$ cat src/rtl/core/bzt_pkg.sv
// ----------------------------------------------------------------------------
// bzt_pkg
// Shared types and constants for the buzzer tone generator: operation
// codes, register indexes, field widths and controller/datapath structs.
// ----------------------------------------------------------------------------
`default_nettype none

package bzt_pkg;

  // field widths
  localparam int FREQ_W  = 16;
  localparam int DUR_W   = 16;
  localparam int VOL_W   = 8;
  localparam int TOP_W   = 8;
  localparam int TPU_W   = 4;
  localparam int LEN_W   = 19;
  localparam int LVL_W   = 9;
  localparam int IN_TDATA_W  = 40;
  localparam int OUT_TDATA_W = 8;
  localparam int CFG_IDX_W   = 1;
  localparam int CFG_DATA_W  = 8;

  // shared divider: 32 quotient bits per command
  localparam int DIV_W     = 32;
  localparam int DIV_STEPS = DIV_W;
  localparam int STEP_W    = $clog2(DIV_STEPS);

  // half a second in microseconds: len = 500000 / f
  localparam logic [DIV_W-1:0] HALF_SEC_US = 32'd500000;

  // count = 2*f*dur/1000 = (f*dur/4)/125; the divide by 125 is a
  // multiply by ceil(2^36/125), exact for any 30-bit dividend
  localparam int CNT_RECIP_W = 30;
  localparam int CNT_SHIFT   = 36;
  localparam int CNT_Q_W     = 2 * CNT_RECIP_W - CNT_SHIFT;
  localparam logic [CNT_RECIP_W-1:0] CNT_RECIP = 30'd549755814;

  // reset values
  localparam logic [TOP_W-1:0] PWM_TOP_RST = 8'd100;
  localparam logic [TPU_W-1:0] TPU_RST     = 4'd10;
  localparam logic [LEN_W-1:0] LEN_RST     = 19'd100;

  // operation codes
  localparam logic OP_TICK = 1'b0;
  localparam logic OP_PLAY = 1'b1;

  // register indexes
  localparam logic [CFG_IDX_W-1:0] CFG_PWM_TOP      = 1'b0;
  localparam logic [CFG_IDX_W-1:0] CFG_TICKS_PER_US = 1'b1;

  typedef enum logic [2:0] {
    ST_IDLE = 3'b001,
    ST_DIV  = 3'b010,
    ST_DONE = 3'b100
  } state_t;

  typedef struct packed {
    logic tick;    // apply a time tick
    logic load;    // capture a play command, start the divider
    logic step;    // one divider step
    logic commit;  // apply the play command
  } cmd_t;

  typedef struct packed {
    logic buzzer_out;
    logic playing;
  } res_t;

  typedef struct packed {
    logic playing;
    logic gate_on;
  } stat_t;

endpackage

`default_nettype wire

$ cat src/rtl/core/bzt_ctrl.sv
// ----------------------------------------------------------------------------
// bzt_ctrl
// Controller: accepts items, sequences the divider for play commands and
// tells the top level when a result is ready to be registered.
// ----------------------------------------------------------------------------
`default_nettype none

module bzt_ctrl (
  input  wire logic        clk,
  input  wire logic        rst_n,
  input  wire logic        in_tvalid,
  input  wire logic        opcode,
  input  wire logic        out_space,
  output logic             in_tready,
  output logic             out_load,
  output bzt_pkg::cmd_t    cmd
);
  import bzt_pkg::*;

  state_t             state_r, state_nxt;
  logic [STEP_W-1:0]  step_r, step_nxt;
  logic               accept;

  assign in_tready = (state_r == ST_IDLE) && out_space;
  assign accept    = in_tvalid && in_tready;

  // next state and commands
  always_comb begin
    state_nxt  = state_r;
    step_nxt   = step_r;
    cmd        = '0;
    out_load   = 1'b0;
    unique case (state_r)
      ST_IDLE: begin
        if (accept) begin
          if (opcode == OP_PLAY) begin
            cmd.load  = 1'b1;
            step_nxt  = '0;
            state_nxt = ST_DIV;
          end else begin
            cmd.tick = 1'b1;
            out_load = 1'b1;
          end
        end
      end
      ST_DIV: begin
        cmd.step = 1'b1;
        step_nxt = step_r + 1'b1;
        if (step_r == STEP_W'(DIV_STEPS - 1)) begin
          state_nxt = ST_DONE;
        end
      end
      ST_DONE: begin
        if (out_space) begin
          cmd.commit = 1'b1;
          out_load   = 1'b1;
          state_nxt  = ST_IDLE;
        end
      end
      default: begin
        state_nxt = ST_IDLE;
      end
    endcase
  end

  // state registers
  always_ff @(posedge clk) begin
    if (!rst_n) begin
      state_r <= ST_IDLE;
      step_r  <= '0;
    end else begin
      state_r <= state_nxt;
      step_r  <= step_nxt;
    end
  end

endmodule

`default_nettype wire

$ cat src/rtl/core/bzt_dp.sv
// ----------------------------------------------------------------------------
// bzt_dp
// Datapath: configuration registers, PWM counter, microsecond timebase,
// half-wave counting, the bit-serial divider for the half-wave length and
// a registered reciprocal multiply for the half-wave count.
// ----------------------------------------------------------------------------
`default_nettype none

module bzt_dp #(
  parameter int COUNT_BITS = 24
) (
  input  wire logic                              clk,
  input  wire logic                              rst_n,
  input  wire bzt_pkg::cmd_t                     cmd,
  input  wire logic [bzt_pkg::FREQ_W-1:0]        frequency,
  input  wire logic [bzt_pkg::DUR_W-1:0]         dur_ms,
  input  wire logic [bzt_pkg::VOL_W-1:0]         volume,
  input  wire logic                              cfg_we,
  input  wire logic [bzt_pkg::CFG_IDX_W-1:0]     cfg_index,
  input  wire logic [bzt_pkg::CFG_DATA_W-1:0]    cfg_data,
  output bzt_pkg::res_t                          res,
  output bzt_pkg::stat_t                         stat
);
  import bzt_pkg::*;

  localparam logic [DIV_W:0] CMAX = (33'd1 << COUNT_BITS) - 33'd1;

  // configuration
  logic [TOP_W-1:0]      pwm_top_r;
  logic [TPU_W-1:0]      tpu_r;

  // tone state
  logic [LEN_W-1:0]      len_r, len_nxt;
  logic [COUNT_BITS-1:0] left_r, left_nxt;
  logic                  phase_r, phase_nxt;
  logic                  gate_r, gate_nxt;
  logic [TPU_W-1:0]      prescale_r, prescale_nxt;
  logic [LEN_W-1:0]      elapsed_r, elapsed_nxt;
  logic [TOP_W-1:0]      cnt_r, cnt_nxt;
  logic [LVL_W-1:0]      level_r, level_nxt;

  // command operands, divider lane and count multiply
  logic [FREQ_W-1:0]     freq_r;
  logic [VOL_W-1:0]      vol_r;
  logic [DIV_W-1:0]      qa_r, qa_nxt;
  logic [FREQ_W-1:0]     ra_r, ra_nxt;
  logic [DIV_W-1:0]      prod_r;
  logic [CNT_Q_W-1:0]    qb_r;

  // scratch values
  logic [TPU_W-1:0]      ps_inc;
  logic [LEN_W-1:0]      el_inc;
  logic [COUNT_BITS-1:0] left_dec;
  logic [FREQ_W:0]       ra_sh;
  logic [2*CNT_RECIP_W-1:0] prod_scaled;
  logic [DIV_W:0]        qb_wide;
  logic [LEN_W-1:0]      new_len;
  logic [LVL_W-1:0]      vol_lvl, top_lvl, new_lvl;
  logic [COUNT_BITS-1:0] new_cnt;
  logic                  cmd_valid;

  assign ps_inc   = prescale_r + 1'b1;
  assign el_inc   = elapsed_r + 1'b1;
  assign left_dec = left_r - 1'b1;
  assign ra_sh    = {ra_r, qa_r[DIV_W-1]};

  // f*dur/4 times the reciprocal of 125
  assign prod_scaled = prod_r[DIV_W-1:2] * CNT_RECIP;
  assign qb_wide     = {{(DIV_W + 1 - CNT_Q_W){1'b0}}, qb_r};

  // play command results taken from the finished divider, the count multiply and the operands
  assign new_len   = qa_r[LEN_W-1:0];
  assign vol_lvl   = {1'b0, vol_r} + 1'b1;
  assign top_lvl   = {1'b0, pwm_top_r} + 1'b1;
  assign new_lvl   = (vol_lvl > top_lvl) ? top_lvl : vol_lvl;
  assign new_cnt   = (qb_wide > CMAX) ? CMAX[COUNT_BITS-1:0] : qb_wide[COUNT_BITS-1:0];
  assign cmd_valid = (vol_r != '0) && (freq_r != '0);

  // next-state logic
  always_comb begin
    len_nxt      = len_r;
    left_nxt     = left_r;
    phase_nxt    = phase_r;
    gate_nxt     = gate_r;
    prescale_nxt = prescale_r;
    elapsed_nxt  = elapsed_r;
    cnt_nxt      = cnt_r;
    level_nxt    = level_r;
    qa_nxt       = qa_r;
    ra_nxt       = ra_r;

    // time tick: pwm counter always, timebase only while playing
    if (cmd.tick) begin
      cnt_nxt = (cnt_r >= pwm_top_r) ? '0 : cnt_r + 1'b1;
      if (left_r != '0) begin
        if (ps_inc >= tpu_r) begin
          prescale_nxt = '0;
          if (el_inc >= len_r) begin
            elapsed_nxt = '0;
            left_nxt    = left_dec;
            if (left_dec == '0) begin
              gate_nxt = 1'b0;
            end else begin
              gate_nxt  = phase_r;
              phase_nxt = ~phase_r;
            end
          end else begin
            elapsed_nxt = el_inc;
          end
        end else begin
          prescale_nxt = ps_inc;
        end
      end
    end

    // divider start: 500000/f
    if (cmd.load) begin
      qa_nxt = HALF_SEC_US;
      ra_nxt = '0;
    end

    // one restoring step
    if (cmd.step) begin
      if (ra_sh >= {1'b0, freq_r}) begin
        ra_nxt = FREQ_W'(ra_sh - {1'b0, freq_r});
        qa_nxt = {qa_r[DIV_W-2:0], 1'b1};
      end else begin
        ra_nxt = ra_sh[FREQ_W-1:0];
        qa_nxt = {qa_r[DIV_W-2:0], 1'b0};
      end
    end

    // apply the play command
    if (cmd.commit && cmd_valid) begin
      if ((left_r == '0) || (len_r != new_len)) begin
        phase_nxt    = 1'b0;
        len_nxt      = new_len;
        prescale_nxt = '0;
        elapsed_nxt  = '0;
      end
      level_nxt = new_lvl;
      left_nxt  = new_cnt;
      if (new_cnt == '0) begin
        gate_nxt = 1'b0;
      end
    end
  end

  // result: a tick shows the pin before it advances, a command after it
  always_comb begin
    if (cmd.commit) begin
      res.buzzer_out = gate_nxt && ({1'b0, cnt_r} < level_nxt);
    end else begin
      res.buzzer_out = gate_r && ({1'b0, cnt_r} < level_r);
    end
    res.playing  = (left_nxt != '0);
    stat.playing = (left_r != '0);
    stat.gate_on = gate_r;
  end

  // configuration registers
  always_ff @(posedge clk) begin
    if (!rst_n) begin
      pwm_top_r <= PWM_TOP_RST;
      tpu_r     <= TPU_RST;
    end else if (cfg_we) begin
      unique case (cfg_index)
        CFG_PWM_TOP:      pwm_top_r <= cfg_data;
        CFG_TICKS_PER_US: tpu_r     <= cfg_data[TPU_W-1:0];
        default: ;
      endcase
    end
  end

  // tone state
  always_ff @(posedge clk) begin
    if (!rst_n) begin
      len_r      <= LEN_RST;
      left_r     <= '0;
      phase_r    <= 1'b0;
      gate_r     <= 1'b0;
      prescale_r <= '0;
      elapsed_r  <= '0;
      cnt_r      <= '0;
      level_r    <= '0;
    end else begin
      len_r      <= len_nxt;
      left_r     <= left_nxt;
      phase_r    <= phase_nxt;
      gate_r     <= gate_nxt;
      prescale_r <= prescale_nxt;
      elapsed_r  <= elapsed_nxt;
      cnt_r      <= cnt_nxt;
      level_r    <= level_nxt;
    end
  end

  // operands, divider lane and count multiply
  always_ff @(posedge clk) begin
    if (cmd.load) begin
      freq_r <= frequency;
      vol_r  <= volume;
      prod_r <= frequency * dur_ms;
    end
    if (cmd.step) begin
      qb_r <= prod_scaled[2*CNT_RECIP_W-1:CNT_SHIFT];
    end
    qa_r <= qa_nxt;
    ra_r <= ra_nxt;
  end

endmodule

`default_nettype wire

$ cat src/rtl/core/buzzer_tone_generator.sv
// ----------------------------------------------------------------------------
// buzzer_tone_generator
// PWM buzzer tone generator: play commands and time ticks in, one pin
// level and playing flag out per item.
// ----------------------------------------------------------------------------
// Usage:
//   in_*   stream of items; in_tuser is the opcode (tick or play command),
//          in_tdata carries frequency, duration in ms and volume.
//   out_*  one result beat per input beat: pin level and playing flag.
//   cfg_*  register writes (pwm_top, ticks_per_us), always ready; write
//          only while no item is in flight.
//   A tick is handled in the cycle it is accepted and its result is
//   valid the next cycle, so ticks run at one per cycle while the
//   receiver keeps up. A play command runs a 32-step bit-serial divide
//   for the half-wave length while a registered reciprocal multiply
//   forms the half-wave count; its result is loaded into the output
//   register once the divide is done and the register has space, and the
//   next item can follow after that; no new item is accepted meanwhile.
//   The result sits in an output register; the next item is accepted
//   while it waits as long as the receiver takes it in the same cycle.
//   When the receiver stalls, input stalls once the register is full.
//   Reset restores both registers to their defaults and leaves the block
//   idle, pin off, ready at once.
// ----------------------------------------------------------------------------
`default_nettype none

module buzzer_tone_generator #(
  parameter int COUNT_BITS = 24
) (
  input  wire logic                              clk,
  input  wire logic                              rst_n,
  // in_tdata: frequency[15:0], dur_ms[31:16], volume[39:32]
  input  wire logic [bzt_pkg::IN_TDATA_W-1:0]    in_tdata,
  // in_tuser: opcode[0]
  input  wire logic                              in_tuser,
  input  wire logic                              in_tvalid,
  output logic                                   in_tready,
  // out_tdata: buzzer_out[0], playing[1], zero[7:2]
  output logic [bzt_pkg::OUT_TDATA_W-1:0]        out_tdata,
  output logic                                   out_tvalid,
  input  wire logic                              out_tready,
  input  wire logic                              cfg_valid,
  output logic                                   cfg_ready,
  input  wire logic [bzt_pkg::CFG_IDX_W-1:0]     cfg_index,
  input  wire logic [bzt_pkg::CFG_DATA_W-1:0]    cfg_data
);
  import bzt_pkg::*;

  cmd_t  cmd;
  res_t  res;
  stat_t stat;
  logic  out_space;
  logic  out_load;
  logic  out_valid_r;
  res_t  out_res_r;

  assign cfg_ready = 1'b1;
  assign out_space = !out_valid_r || out_tready;

  bzt_ctrl u_ctrl (
    .clk       (clk),
    .rst_n     (rst_n),
    .in_tvalid (in_tvalid),
    .opcode    (in_tuser),
    .out_space (out_space),
    .in_tready (in_tready),
    .out_load  (out_load),
    .cmd       (cmd)
  );

  bzt_dp #(
    .COUNT_BITS (COUNT_BITS)
  ) u_dp (
    .clk         (clk),
    .rst_n       (rst_n),
    .cmd         (cmd),
    .frequency   (in_tdata[15:0]),
    .dur_ms      (in_tdata[31:16]),
    .volume      (in_tdata[39:32]),
    .cfg_we      (cfg_valid && cfg_ready),
    .cfg_index   (cfg_index),
    .cfg_data    (cfg_data),
    .res         (res),
    .stat        (stat)
  );

  // output register
  always_ff @(posedge clk) begin
    if (!rst_n) begin
      out_valid_r <= 1'b0;
    end else if (out_load) begin
      out_valid_r <= 1'b1;
    end else if (out_tready) begin
      out_valid_r <= 1'b0;
    end
  end

  always_ff @(posedge clk) begin
    if (out_load) begin
      out_res_r <= res;
    end
  end

  assign out_tvalid = out_valid_r;
  assign out_tdata  = {6'b0, out_res_r.playing, out_res_r.buzzer_out};

  // gate is never on without half-waves left
  a_gate_idle: assert property (@(posedge clk) disable iff (!rst_n)
    !stat.playing |-> !stat.gate_on)
    else $error("gate on while idle");

  // a play command blocks input on the next cycle
  a_play_busy: assert property (@(posedge clk) disable iff (!rst_n)
    (in_tvalid && in_tready && (in_tuser == OP_PLAY)) |=> !in_tready)
    else $error("input accepted during play command");

  // a tick result is presented on the next cycle
  a_tick_result: assert property (@(posedge clk) disable iff (!rst_n)
    (in_tvalid && in_tready && (in_tuser == OP_TICK)) |=> out_tvalid)
    else $error("tick result missing");

endmodule

`default_nettype wire

$ cat config.mk
export PLATFORM = sky130hd
export DESIGN_NAME = buzzer_tone_generator
export DESIGN_NICKNAME = d
export VERILOG_FILES = /design/src/rtl/core/bzt_pkg.sv /design/src/rtl/core/bzt_ctrl.sv /design/src/rtl/core/bzt_dp.sv /design/src/rtl/core/buzzer_tone_generator.sv
export SDC_FILE = /design/constraint.sdc
export NUM_CORES = 2
export LEC_CHECK = 0
export ABC_AREA = 1
export BUFFER_PORTS_ARGS = -buffer_cell sky130_fd_sc_hd__buf_2
export CORE_MARGIN = 1.5
export CORE_UTILIZATION = 55
export CTS_BUF_LIST = sky130_fd_sc_hd__clkbuf_8
export DETAILED_ROUTE_END_ITERATION = 8
export PLACE_DENSITY = 0.79
export SYNTH_ARGS = -nofsm -noshare
export SYNTH_HDL_FRONTEND = slang
export SYNTH_SLANG_ARGS = --single-unit
export TNS_END_PERCENT = 5
$ cat constraint.sdc
create_clock -name clk -period 11.17 [get_ports clk]
set_clock_uncertainty 0.1 [all_clocks]
set_input_delay 1.6755 -clock clk [delete_from_list [all_inputs] [get_ports clk]]
set_output_delay 1.6755 -clock clk [all_outputs]
set_load 0.1 [all_outputs]
==> impl_metrics.json <==
{
  "synth_warnings": 0,
  "dieArea_um2": 66270,
  "row_count": 93,
  "cts_setup_buffers": 0,
  "cp_cell_sequence": "ha_1 -> fa_1 -> fa_1 -> inv_1 -> fa_1 -> inv_1 -> fa_1 -> fa_1 -> fa_1 -> inv_1 -> fa_1 -> inv_1 -> ha_1 -> nand2_1 -> inv_1 -> a21oi_1 -> o31ai_1 -> a21oi_1 -> nand3_1 -> a21oi_1 -> o21ai_0 -> xor2_1",
  "tns_ps": 0,
  "grt-ovfl-total": 0,
  "antenna_found_initial": 1,
  "multi_input_area_um2": 24940,
  "seq_area_frac_synth_pct": 16.76,
  "rsz0062_at_grt": "no",
  "grt_max_degree": 55,
  "r2r-start": "u_dp.prod_r[17]$_DFFE_PP_",
  "drc": 0,
  "post-route-period-util_pct": 66.02,
  "path_class": "reg -> reg",
  "cts_buffer_depth": 3,
  "arrival_ps": 7610,
  "root_buffer": "clkbuf_8",
  "cts-buffers-inserted": 41,
  "place.gp.congestion": 1.003,
  "hold-path-endpoint": "u_dp.tpu_r[2]$_SDFFE_PN0P_",
  "grt.total_usage_pct": 25.53,
  "grt_pass1_vias": 27710,
  "firstDrtPassIters": 6,
  "io_buffers": 58,
  "synth_edf_count": 128,
  "register_area_um2": 5966,
  "drv_slew": 0,
  "dp_hpwl_um": 68560,
  "via_per_inst": 5.287,
  "die_w_um": 257.4,
  "synthArstFlopShare_pct": 0,
  "cts_tree": "done",
  "cts.sinks": 234,
  "cp_slowest_stage_delay_ps": 820,
  "hold_violations": 0,
  "drive_gt1_share_pct": 4.122,
  "final_nets": 5347,
  "reg2reg_to": "u_dp.qb_r[15]$_DFFE_PP_",
  "syn_area_um2": 35610,
  "vias": 27230,
  "ioPinCount": 66,
  "crit_fanout": 10,
  "crit_required_ps": 11410,
  "endpoint_kind": "flop",
  "whs_ps": 371.6,
  "synth_area_leaders": "fa_1 (26%), ha_1 (20%), inv_1 (12%)",
  "drt_wl_total_um": 83120,
  "h-tree-depth": 2,
  "netlist_instances": 4252,
  "path_clk_slew_ps": 60,
  "slowest_stage": "edfxtp_1",
  "hold_buffers": 0,
  "die_h_um": 257.4,
  "crit_top_cell": "fa_1",
  "yosysTopAreaCell": "fa_1",
  "fillers": 5557,
  "routedWlPerCell_um": 16.14,
  "post_dp_cell_area_um2": 36600,
  "finalInstanceArea_um2": 37440,
  "ys.flop_type": "edfxtp_1",
  "initial_utilization_pct": 55.43,
  "cts_resized": 0,
  "worstMarginPinSlew_ps": 834.4,
  "relSlewSlack_pct": 44.24,
  "worstHoldPathCells": 2,
  "reg2reg_depth": 22,
  "areaGrowthSynthToFinish_pct": 5.159,
  "synth_seq_cells": 234,
  "grt_first_pass_wirelength_um": 136300,
  "insertion_delay_ps": 620,
  "synth_cell_types": 57,
  "worstHoldStart": "u_dp.tpu_r[2]$_SDFFE_PN0P_",
  "yosysMostFrequentCell": "inv_1",
  "report.final.setup_viol": 0,
  "synth_area_per_cell_um2": 8.374,
  "drt_iter0_markers": 1826,
  "status": "finished, final reports clean",
  "antenna_left": 0,
  "synth_commonest_cells": "inv_1 (1,127), nand2_1 (687), ha_1 (557)",
  "cp-start-kind": "flop",
  "fp.coreArea_um2": 64230,
  "worstHoldPathType": "reg -> reg",
  "r2r_slack_ps": 3800,
  "netlist.area_leader.share_pct": 26.48,
  "drv_cap": 0,
  "period_minus_slack_ps": 7374,
  "fmax_mhz": 135.6
}
[layout make-up]
class | instances | share of cell area, %
clock buffers | 42 | 1.544
well taps | 855 | 2.857
diodes | 1 | 0.006683
clock inverters | 31 | 0.6917
inverters | 1138 | 11.42
flip-flops and latches | 234 | 15.93
repair buffers | 67 | 0.9557
multi-input cells | 2782 | 66.60
[registers in the layout (all words and copies together), names as in the netlist, 2 cells and up]
register         cells
u_dp.tpu_r           4
u_ctrl.state_r       3
u_dp.ra_r           16
u_dp.pwm_top_r       8
u_dp.prod_r         30
u_dp.left_r         24
u_ctrl.step_r        5
u_dp.elapsed_r      19
out_tdata            2
u_dp.qb_r           24
u_dp.cnt_r           8
u_dp.freq_r         16
u_dp.vol_r           8
u_dp.qa_r           32
u_dp.level_r         9
u_dp.len_r          19
u_dp.prescale_r      4
[worst max-delay path by stage]
stage                              startpoint  depth (start not counted)                         to
floorplan                        in_tdata[12]                         24  u_dp.prod_r[29]$_DFFE_PP_
global placement                 in_tdata[12]                         23  u_dp.prod_r[29]$_DFFE_PP_
detailed placement               in_tdata[14]                         21  u_dp.prod_r[29]$_DFFE_PP_
CTS                 u_dp.prod_r[17]$_DFFE_PP_                         22    u_dp.qb_r[15]$_DFFE_PP_
global route        u_dp.prod_r[15]$_DFFE_PP_                         22    u_dp.qb_r[15]$_DFFE_PP_
finish              u_dp.prod_r[17]$_DFFE_PP_                         22    u_dp.qb_r[15]$_DFFE_PP_
[cell usage in the layout (no fill, tap or decap), types with 23 or more instances in the layout]
master,instances
buf_2,58
edfxtp_1,128
nor2_1,241
fa_1,471
nand2_1,687
inv_1,1139
a31oi_1,27
nand4_1,42
ha_1,557
nand3_1,99
xor2_1,74
dfxtp_1,106
clkbuf_8,42
o21ai_0,123
a21oi_1,210
nor3_1,31
xnor2_1,36
nor4_1,23
[per-layer routing]
metal | up-vias | global-route usage (%) | wire length (µm)
met5 | - | 0 | 10
met4 | 2 | 8.545 | 2722
met3 | 204 | 4.186 | 5387
met2 | 840 | 43.55 | 40330
met1 | 13040 | 32.99 | 34670
li1 | 13150 | - | -
[logic make-up after synthesis]
family / share of synthesized area [%]
buffers and inverters: 13.28
DFF: 16.76
other: 0.02109
and+or+nand+nor: 14.00
AOI/OAI and AO/OA: 7.186
xor gates and xnor gates: 2.706
adders and majority gates: 46.06
[through the flow]
step / worst slack (ps) / std cells / utilization (%)
floorplan: 3920 / 4257 / -
global placement: 3770 / 5076 / 56.99
detailed placement: 3662 / 5076 / 56.99
CTS: 3852 / 5149 / 58.29
global route: 3482 / 5149 / 58.29
finish: 3796 / 5150 / 58.29
[worst max-delay path: cells and delay by family (launching register included)]
family,cells,cell delay (ps)
and+or+nand+nor,2,370
buffers and inverters,5,270
xor gates and xnor gates,1,150
AOI/OAI and AO/OA,5,1030
adders and majority gates,9,4340
DFF,1,820
Power is left out: the tool's default activity adds up to more than one toggle a clock period on the data nets, which glitch-free logic cannot reach.
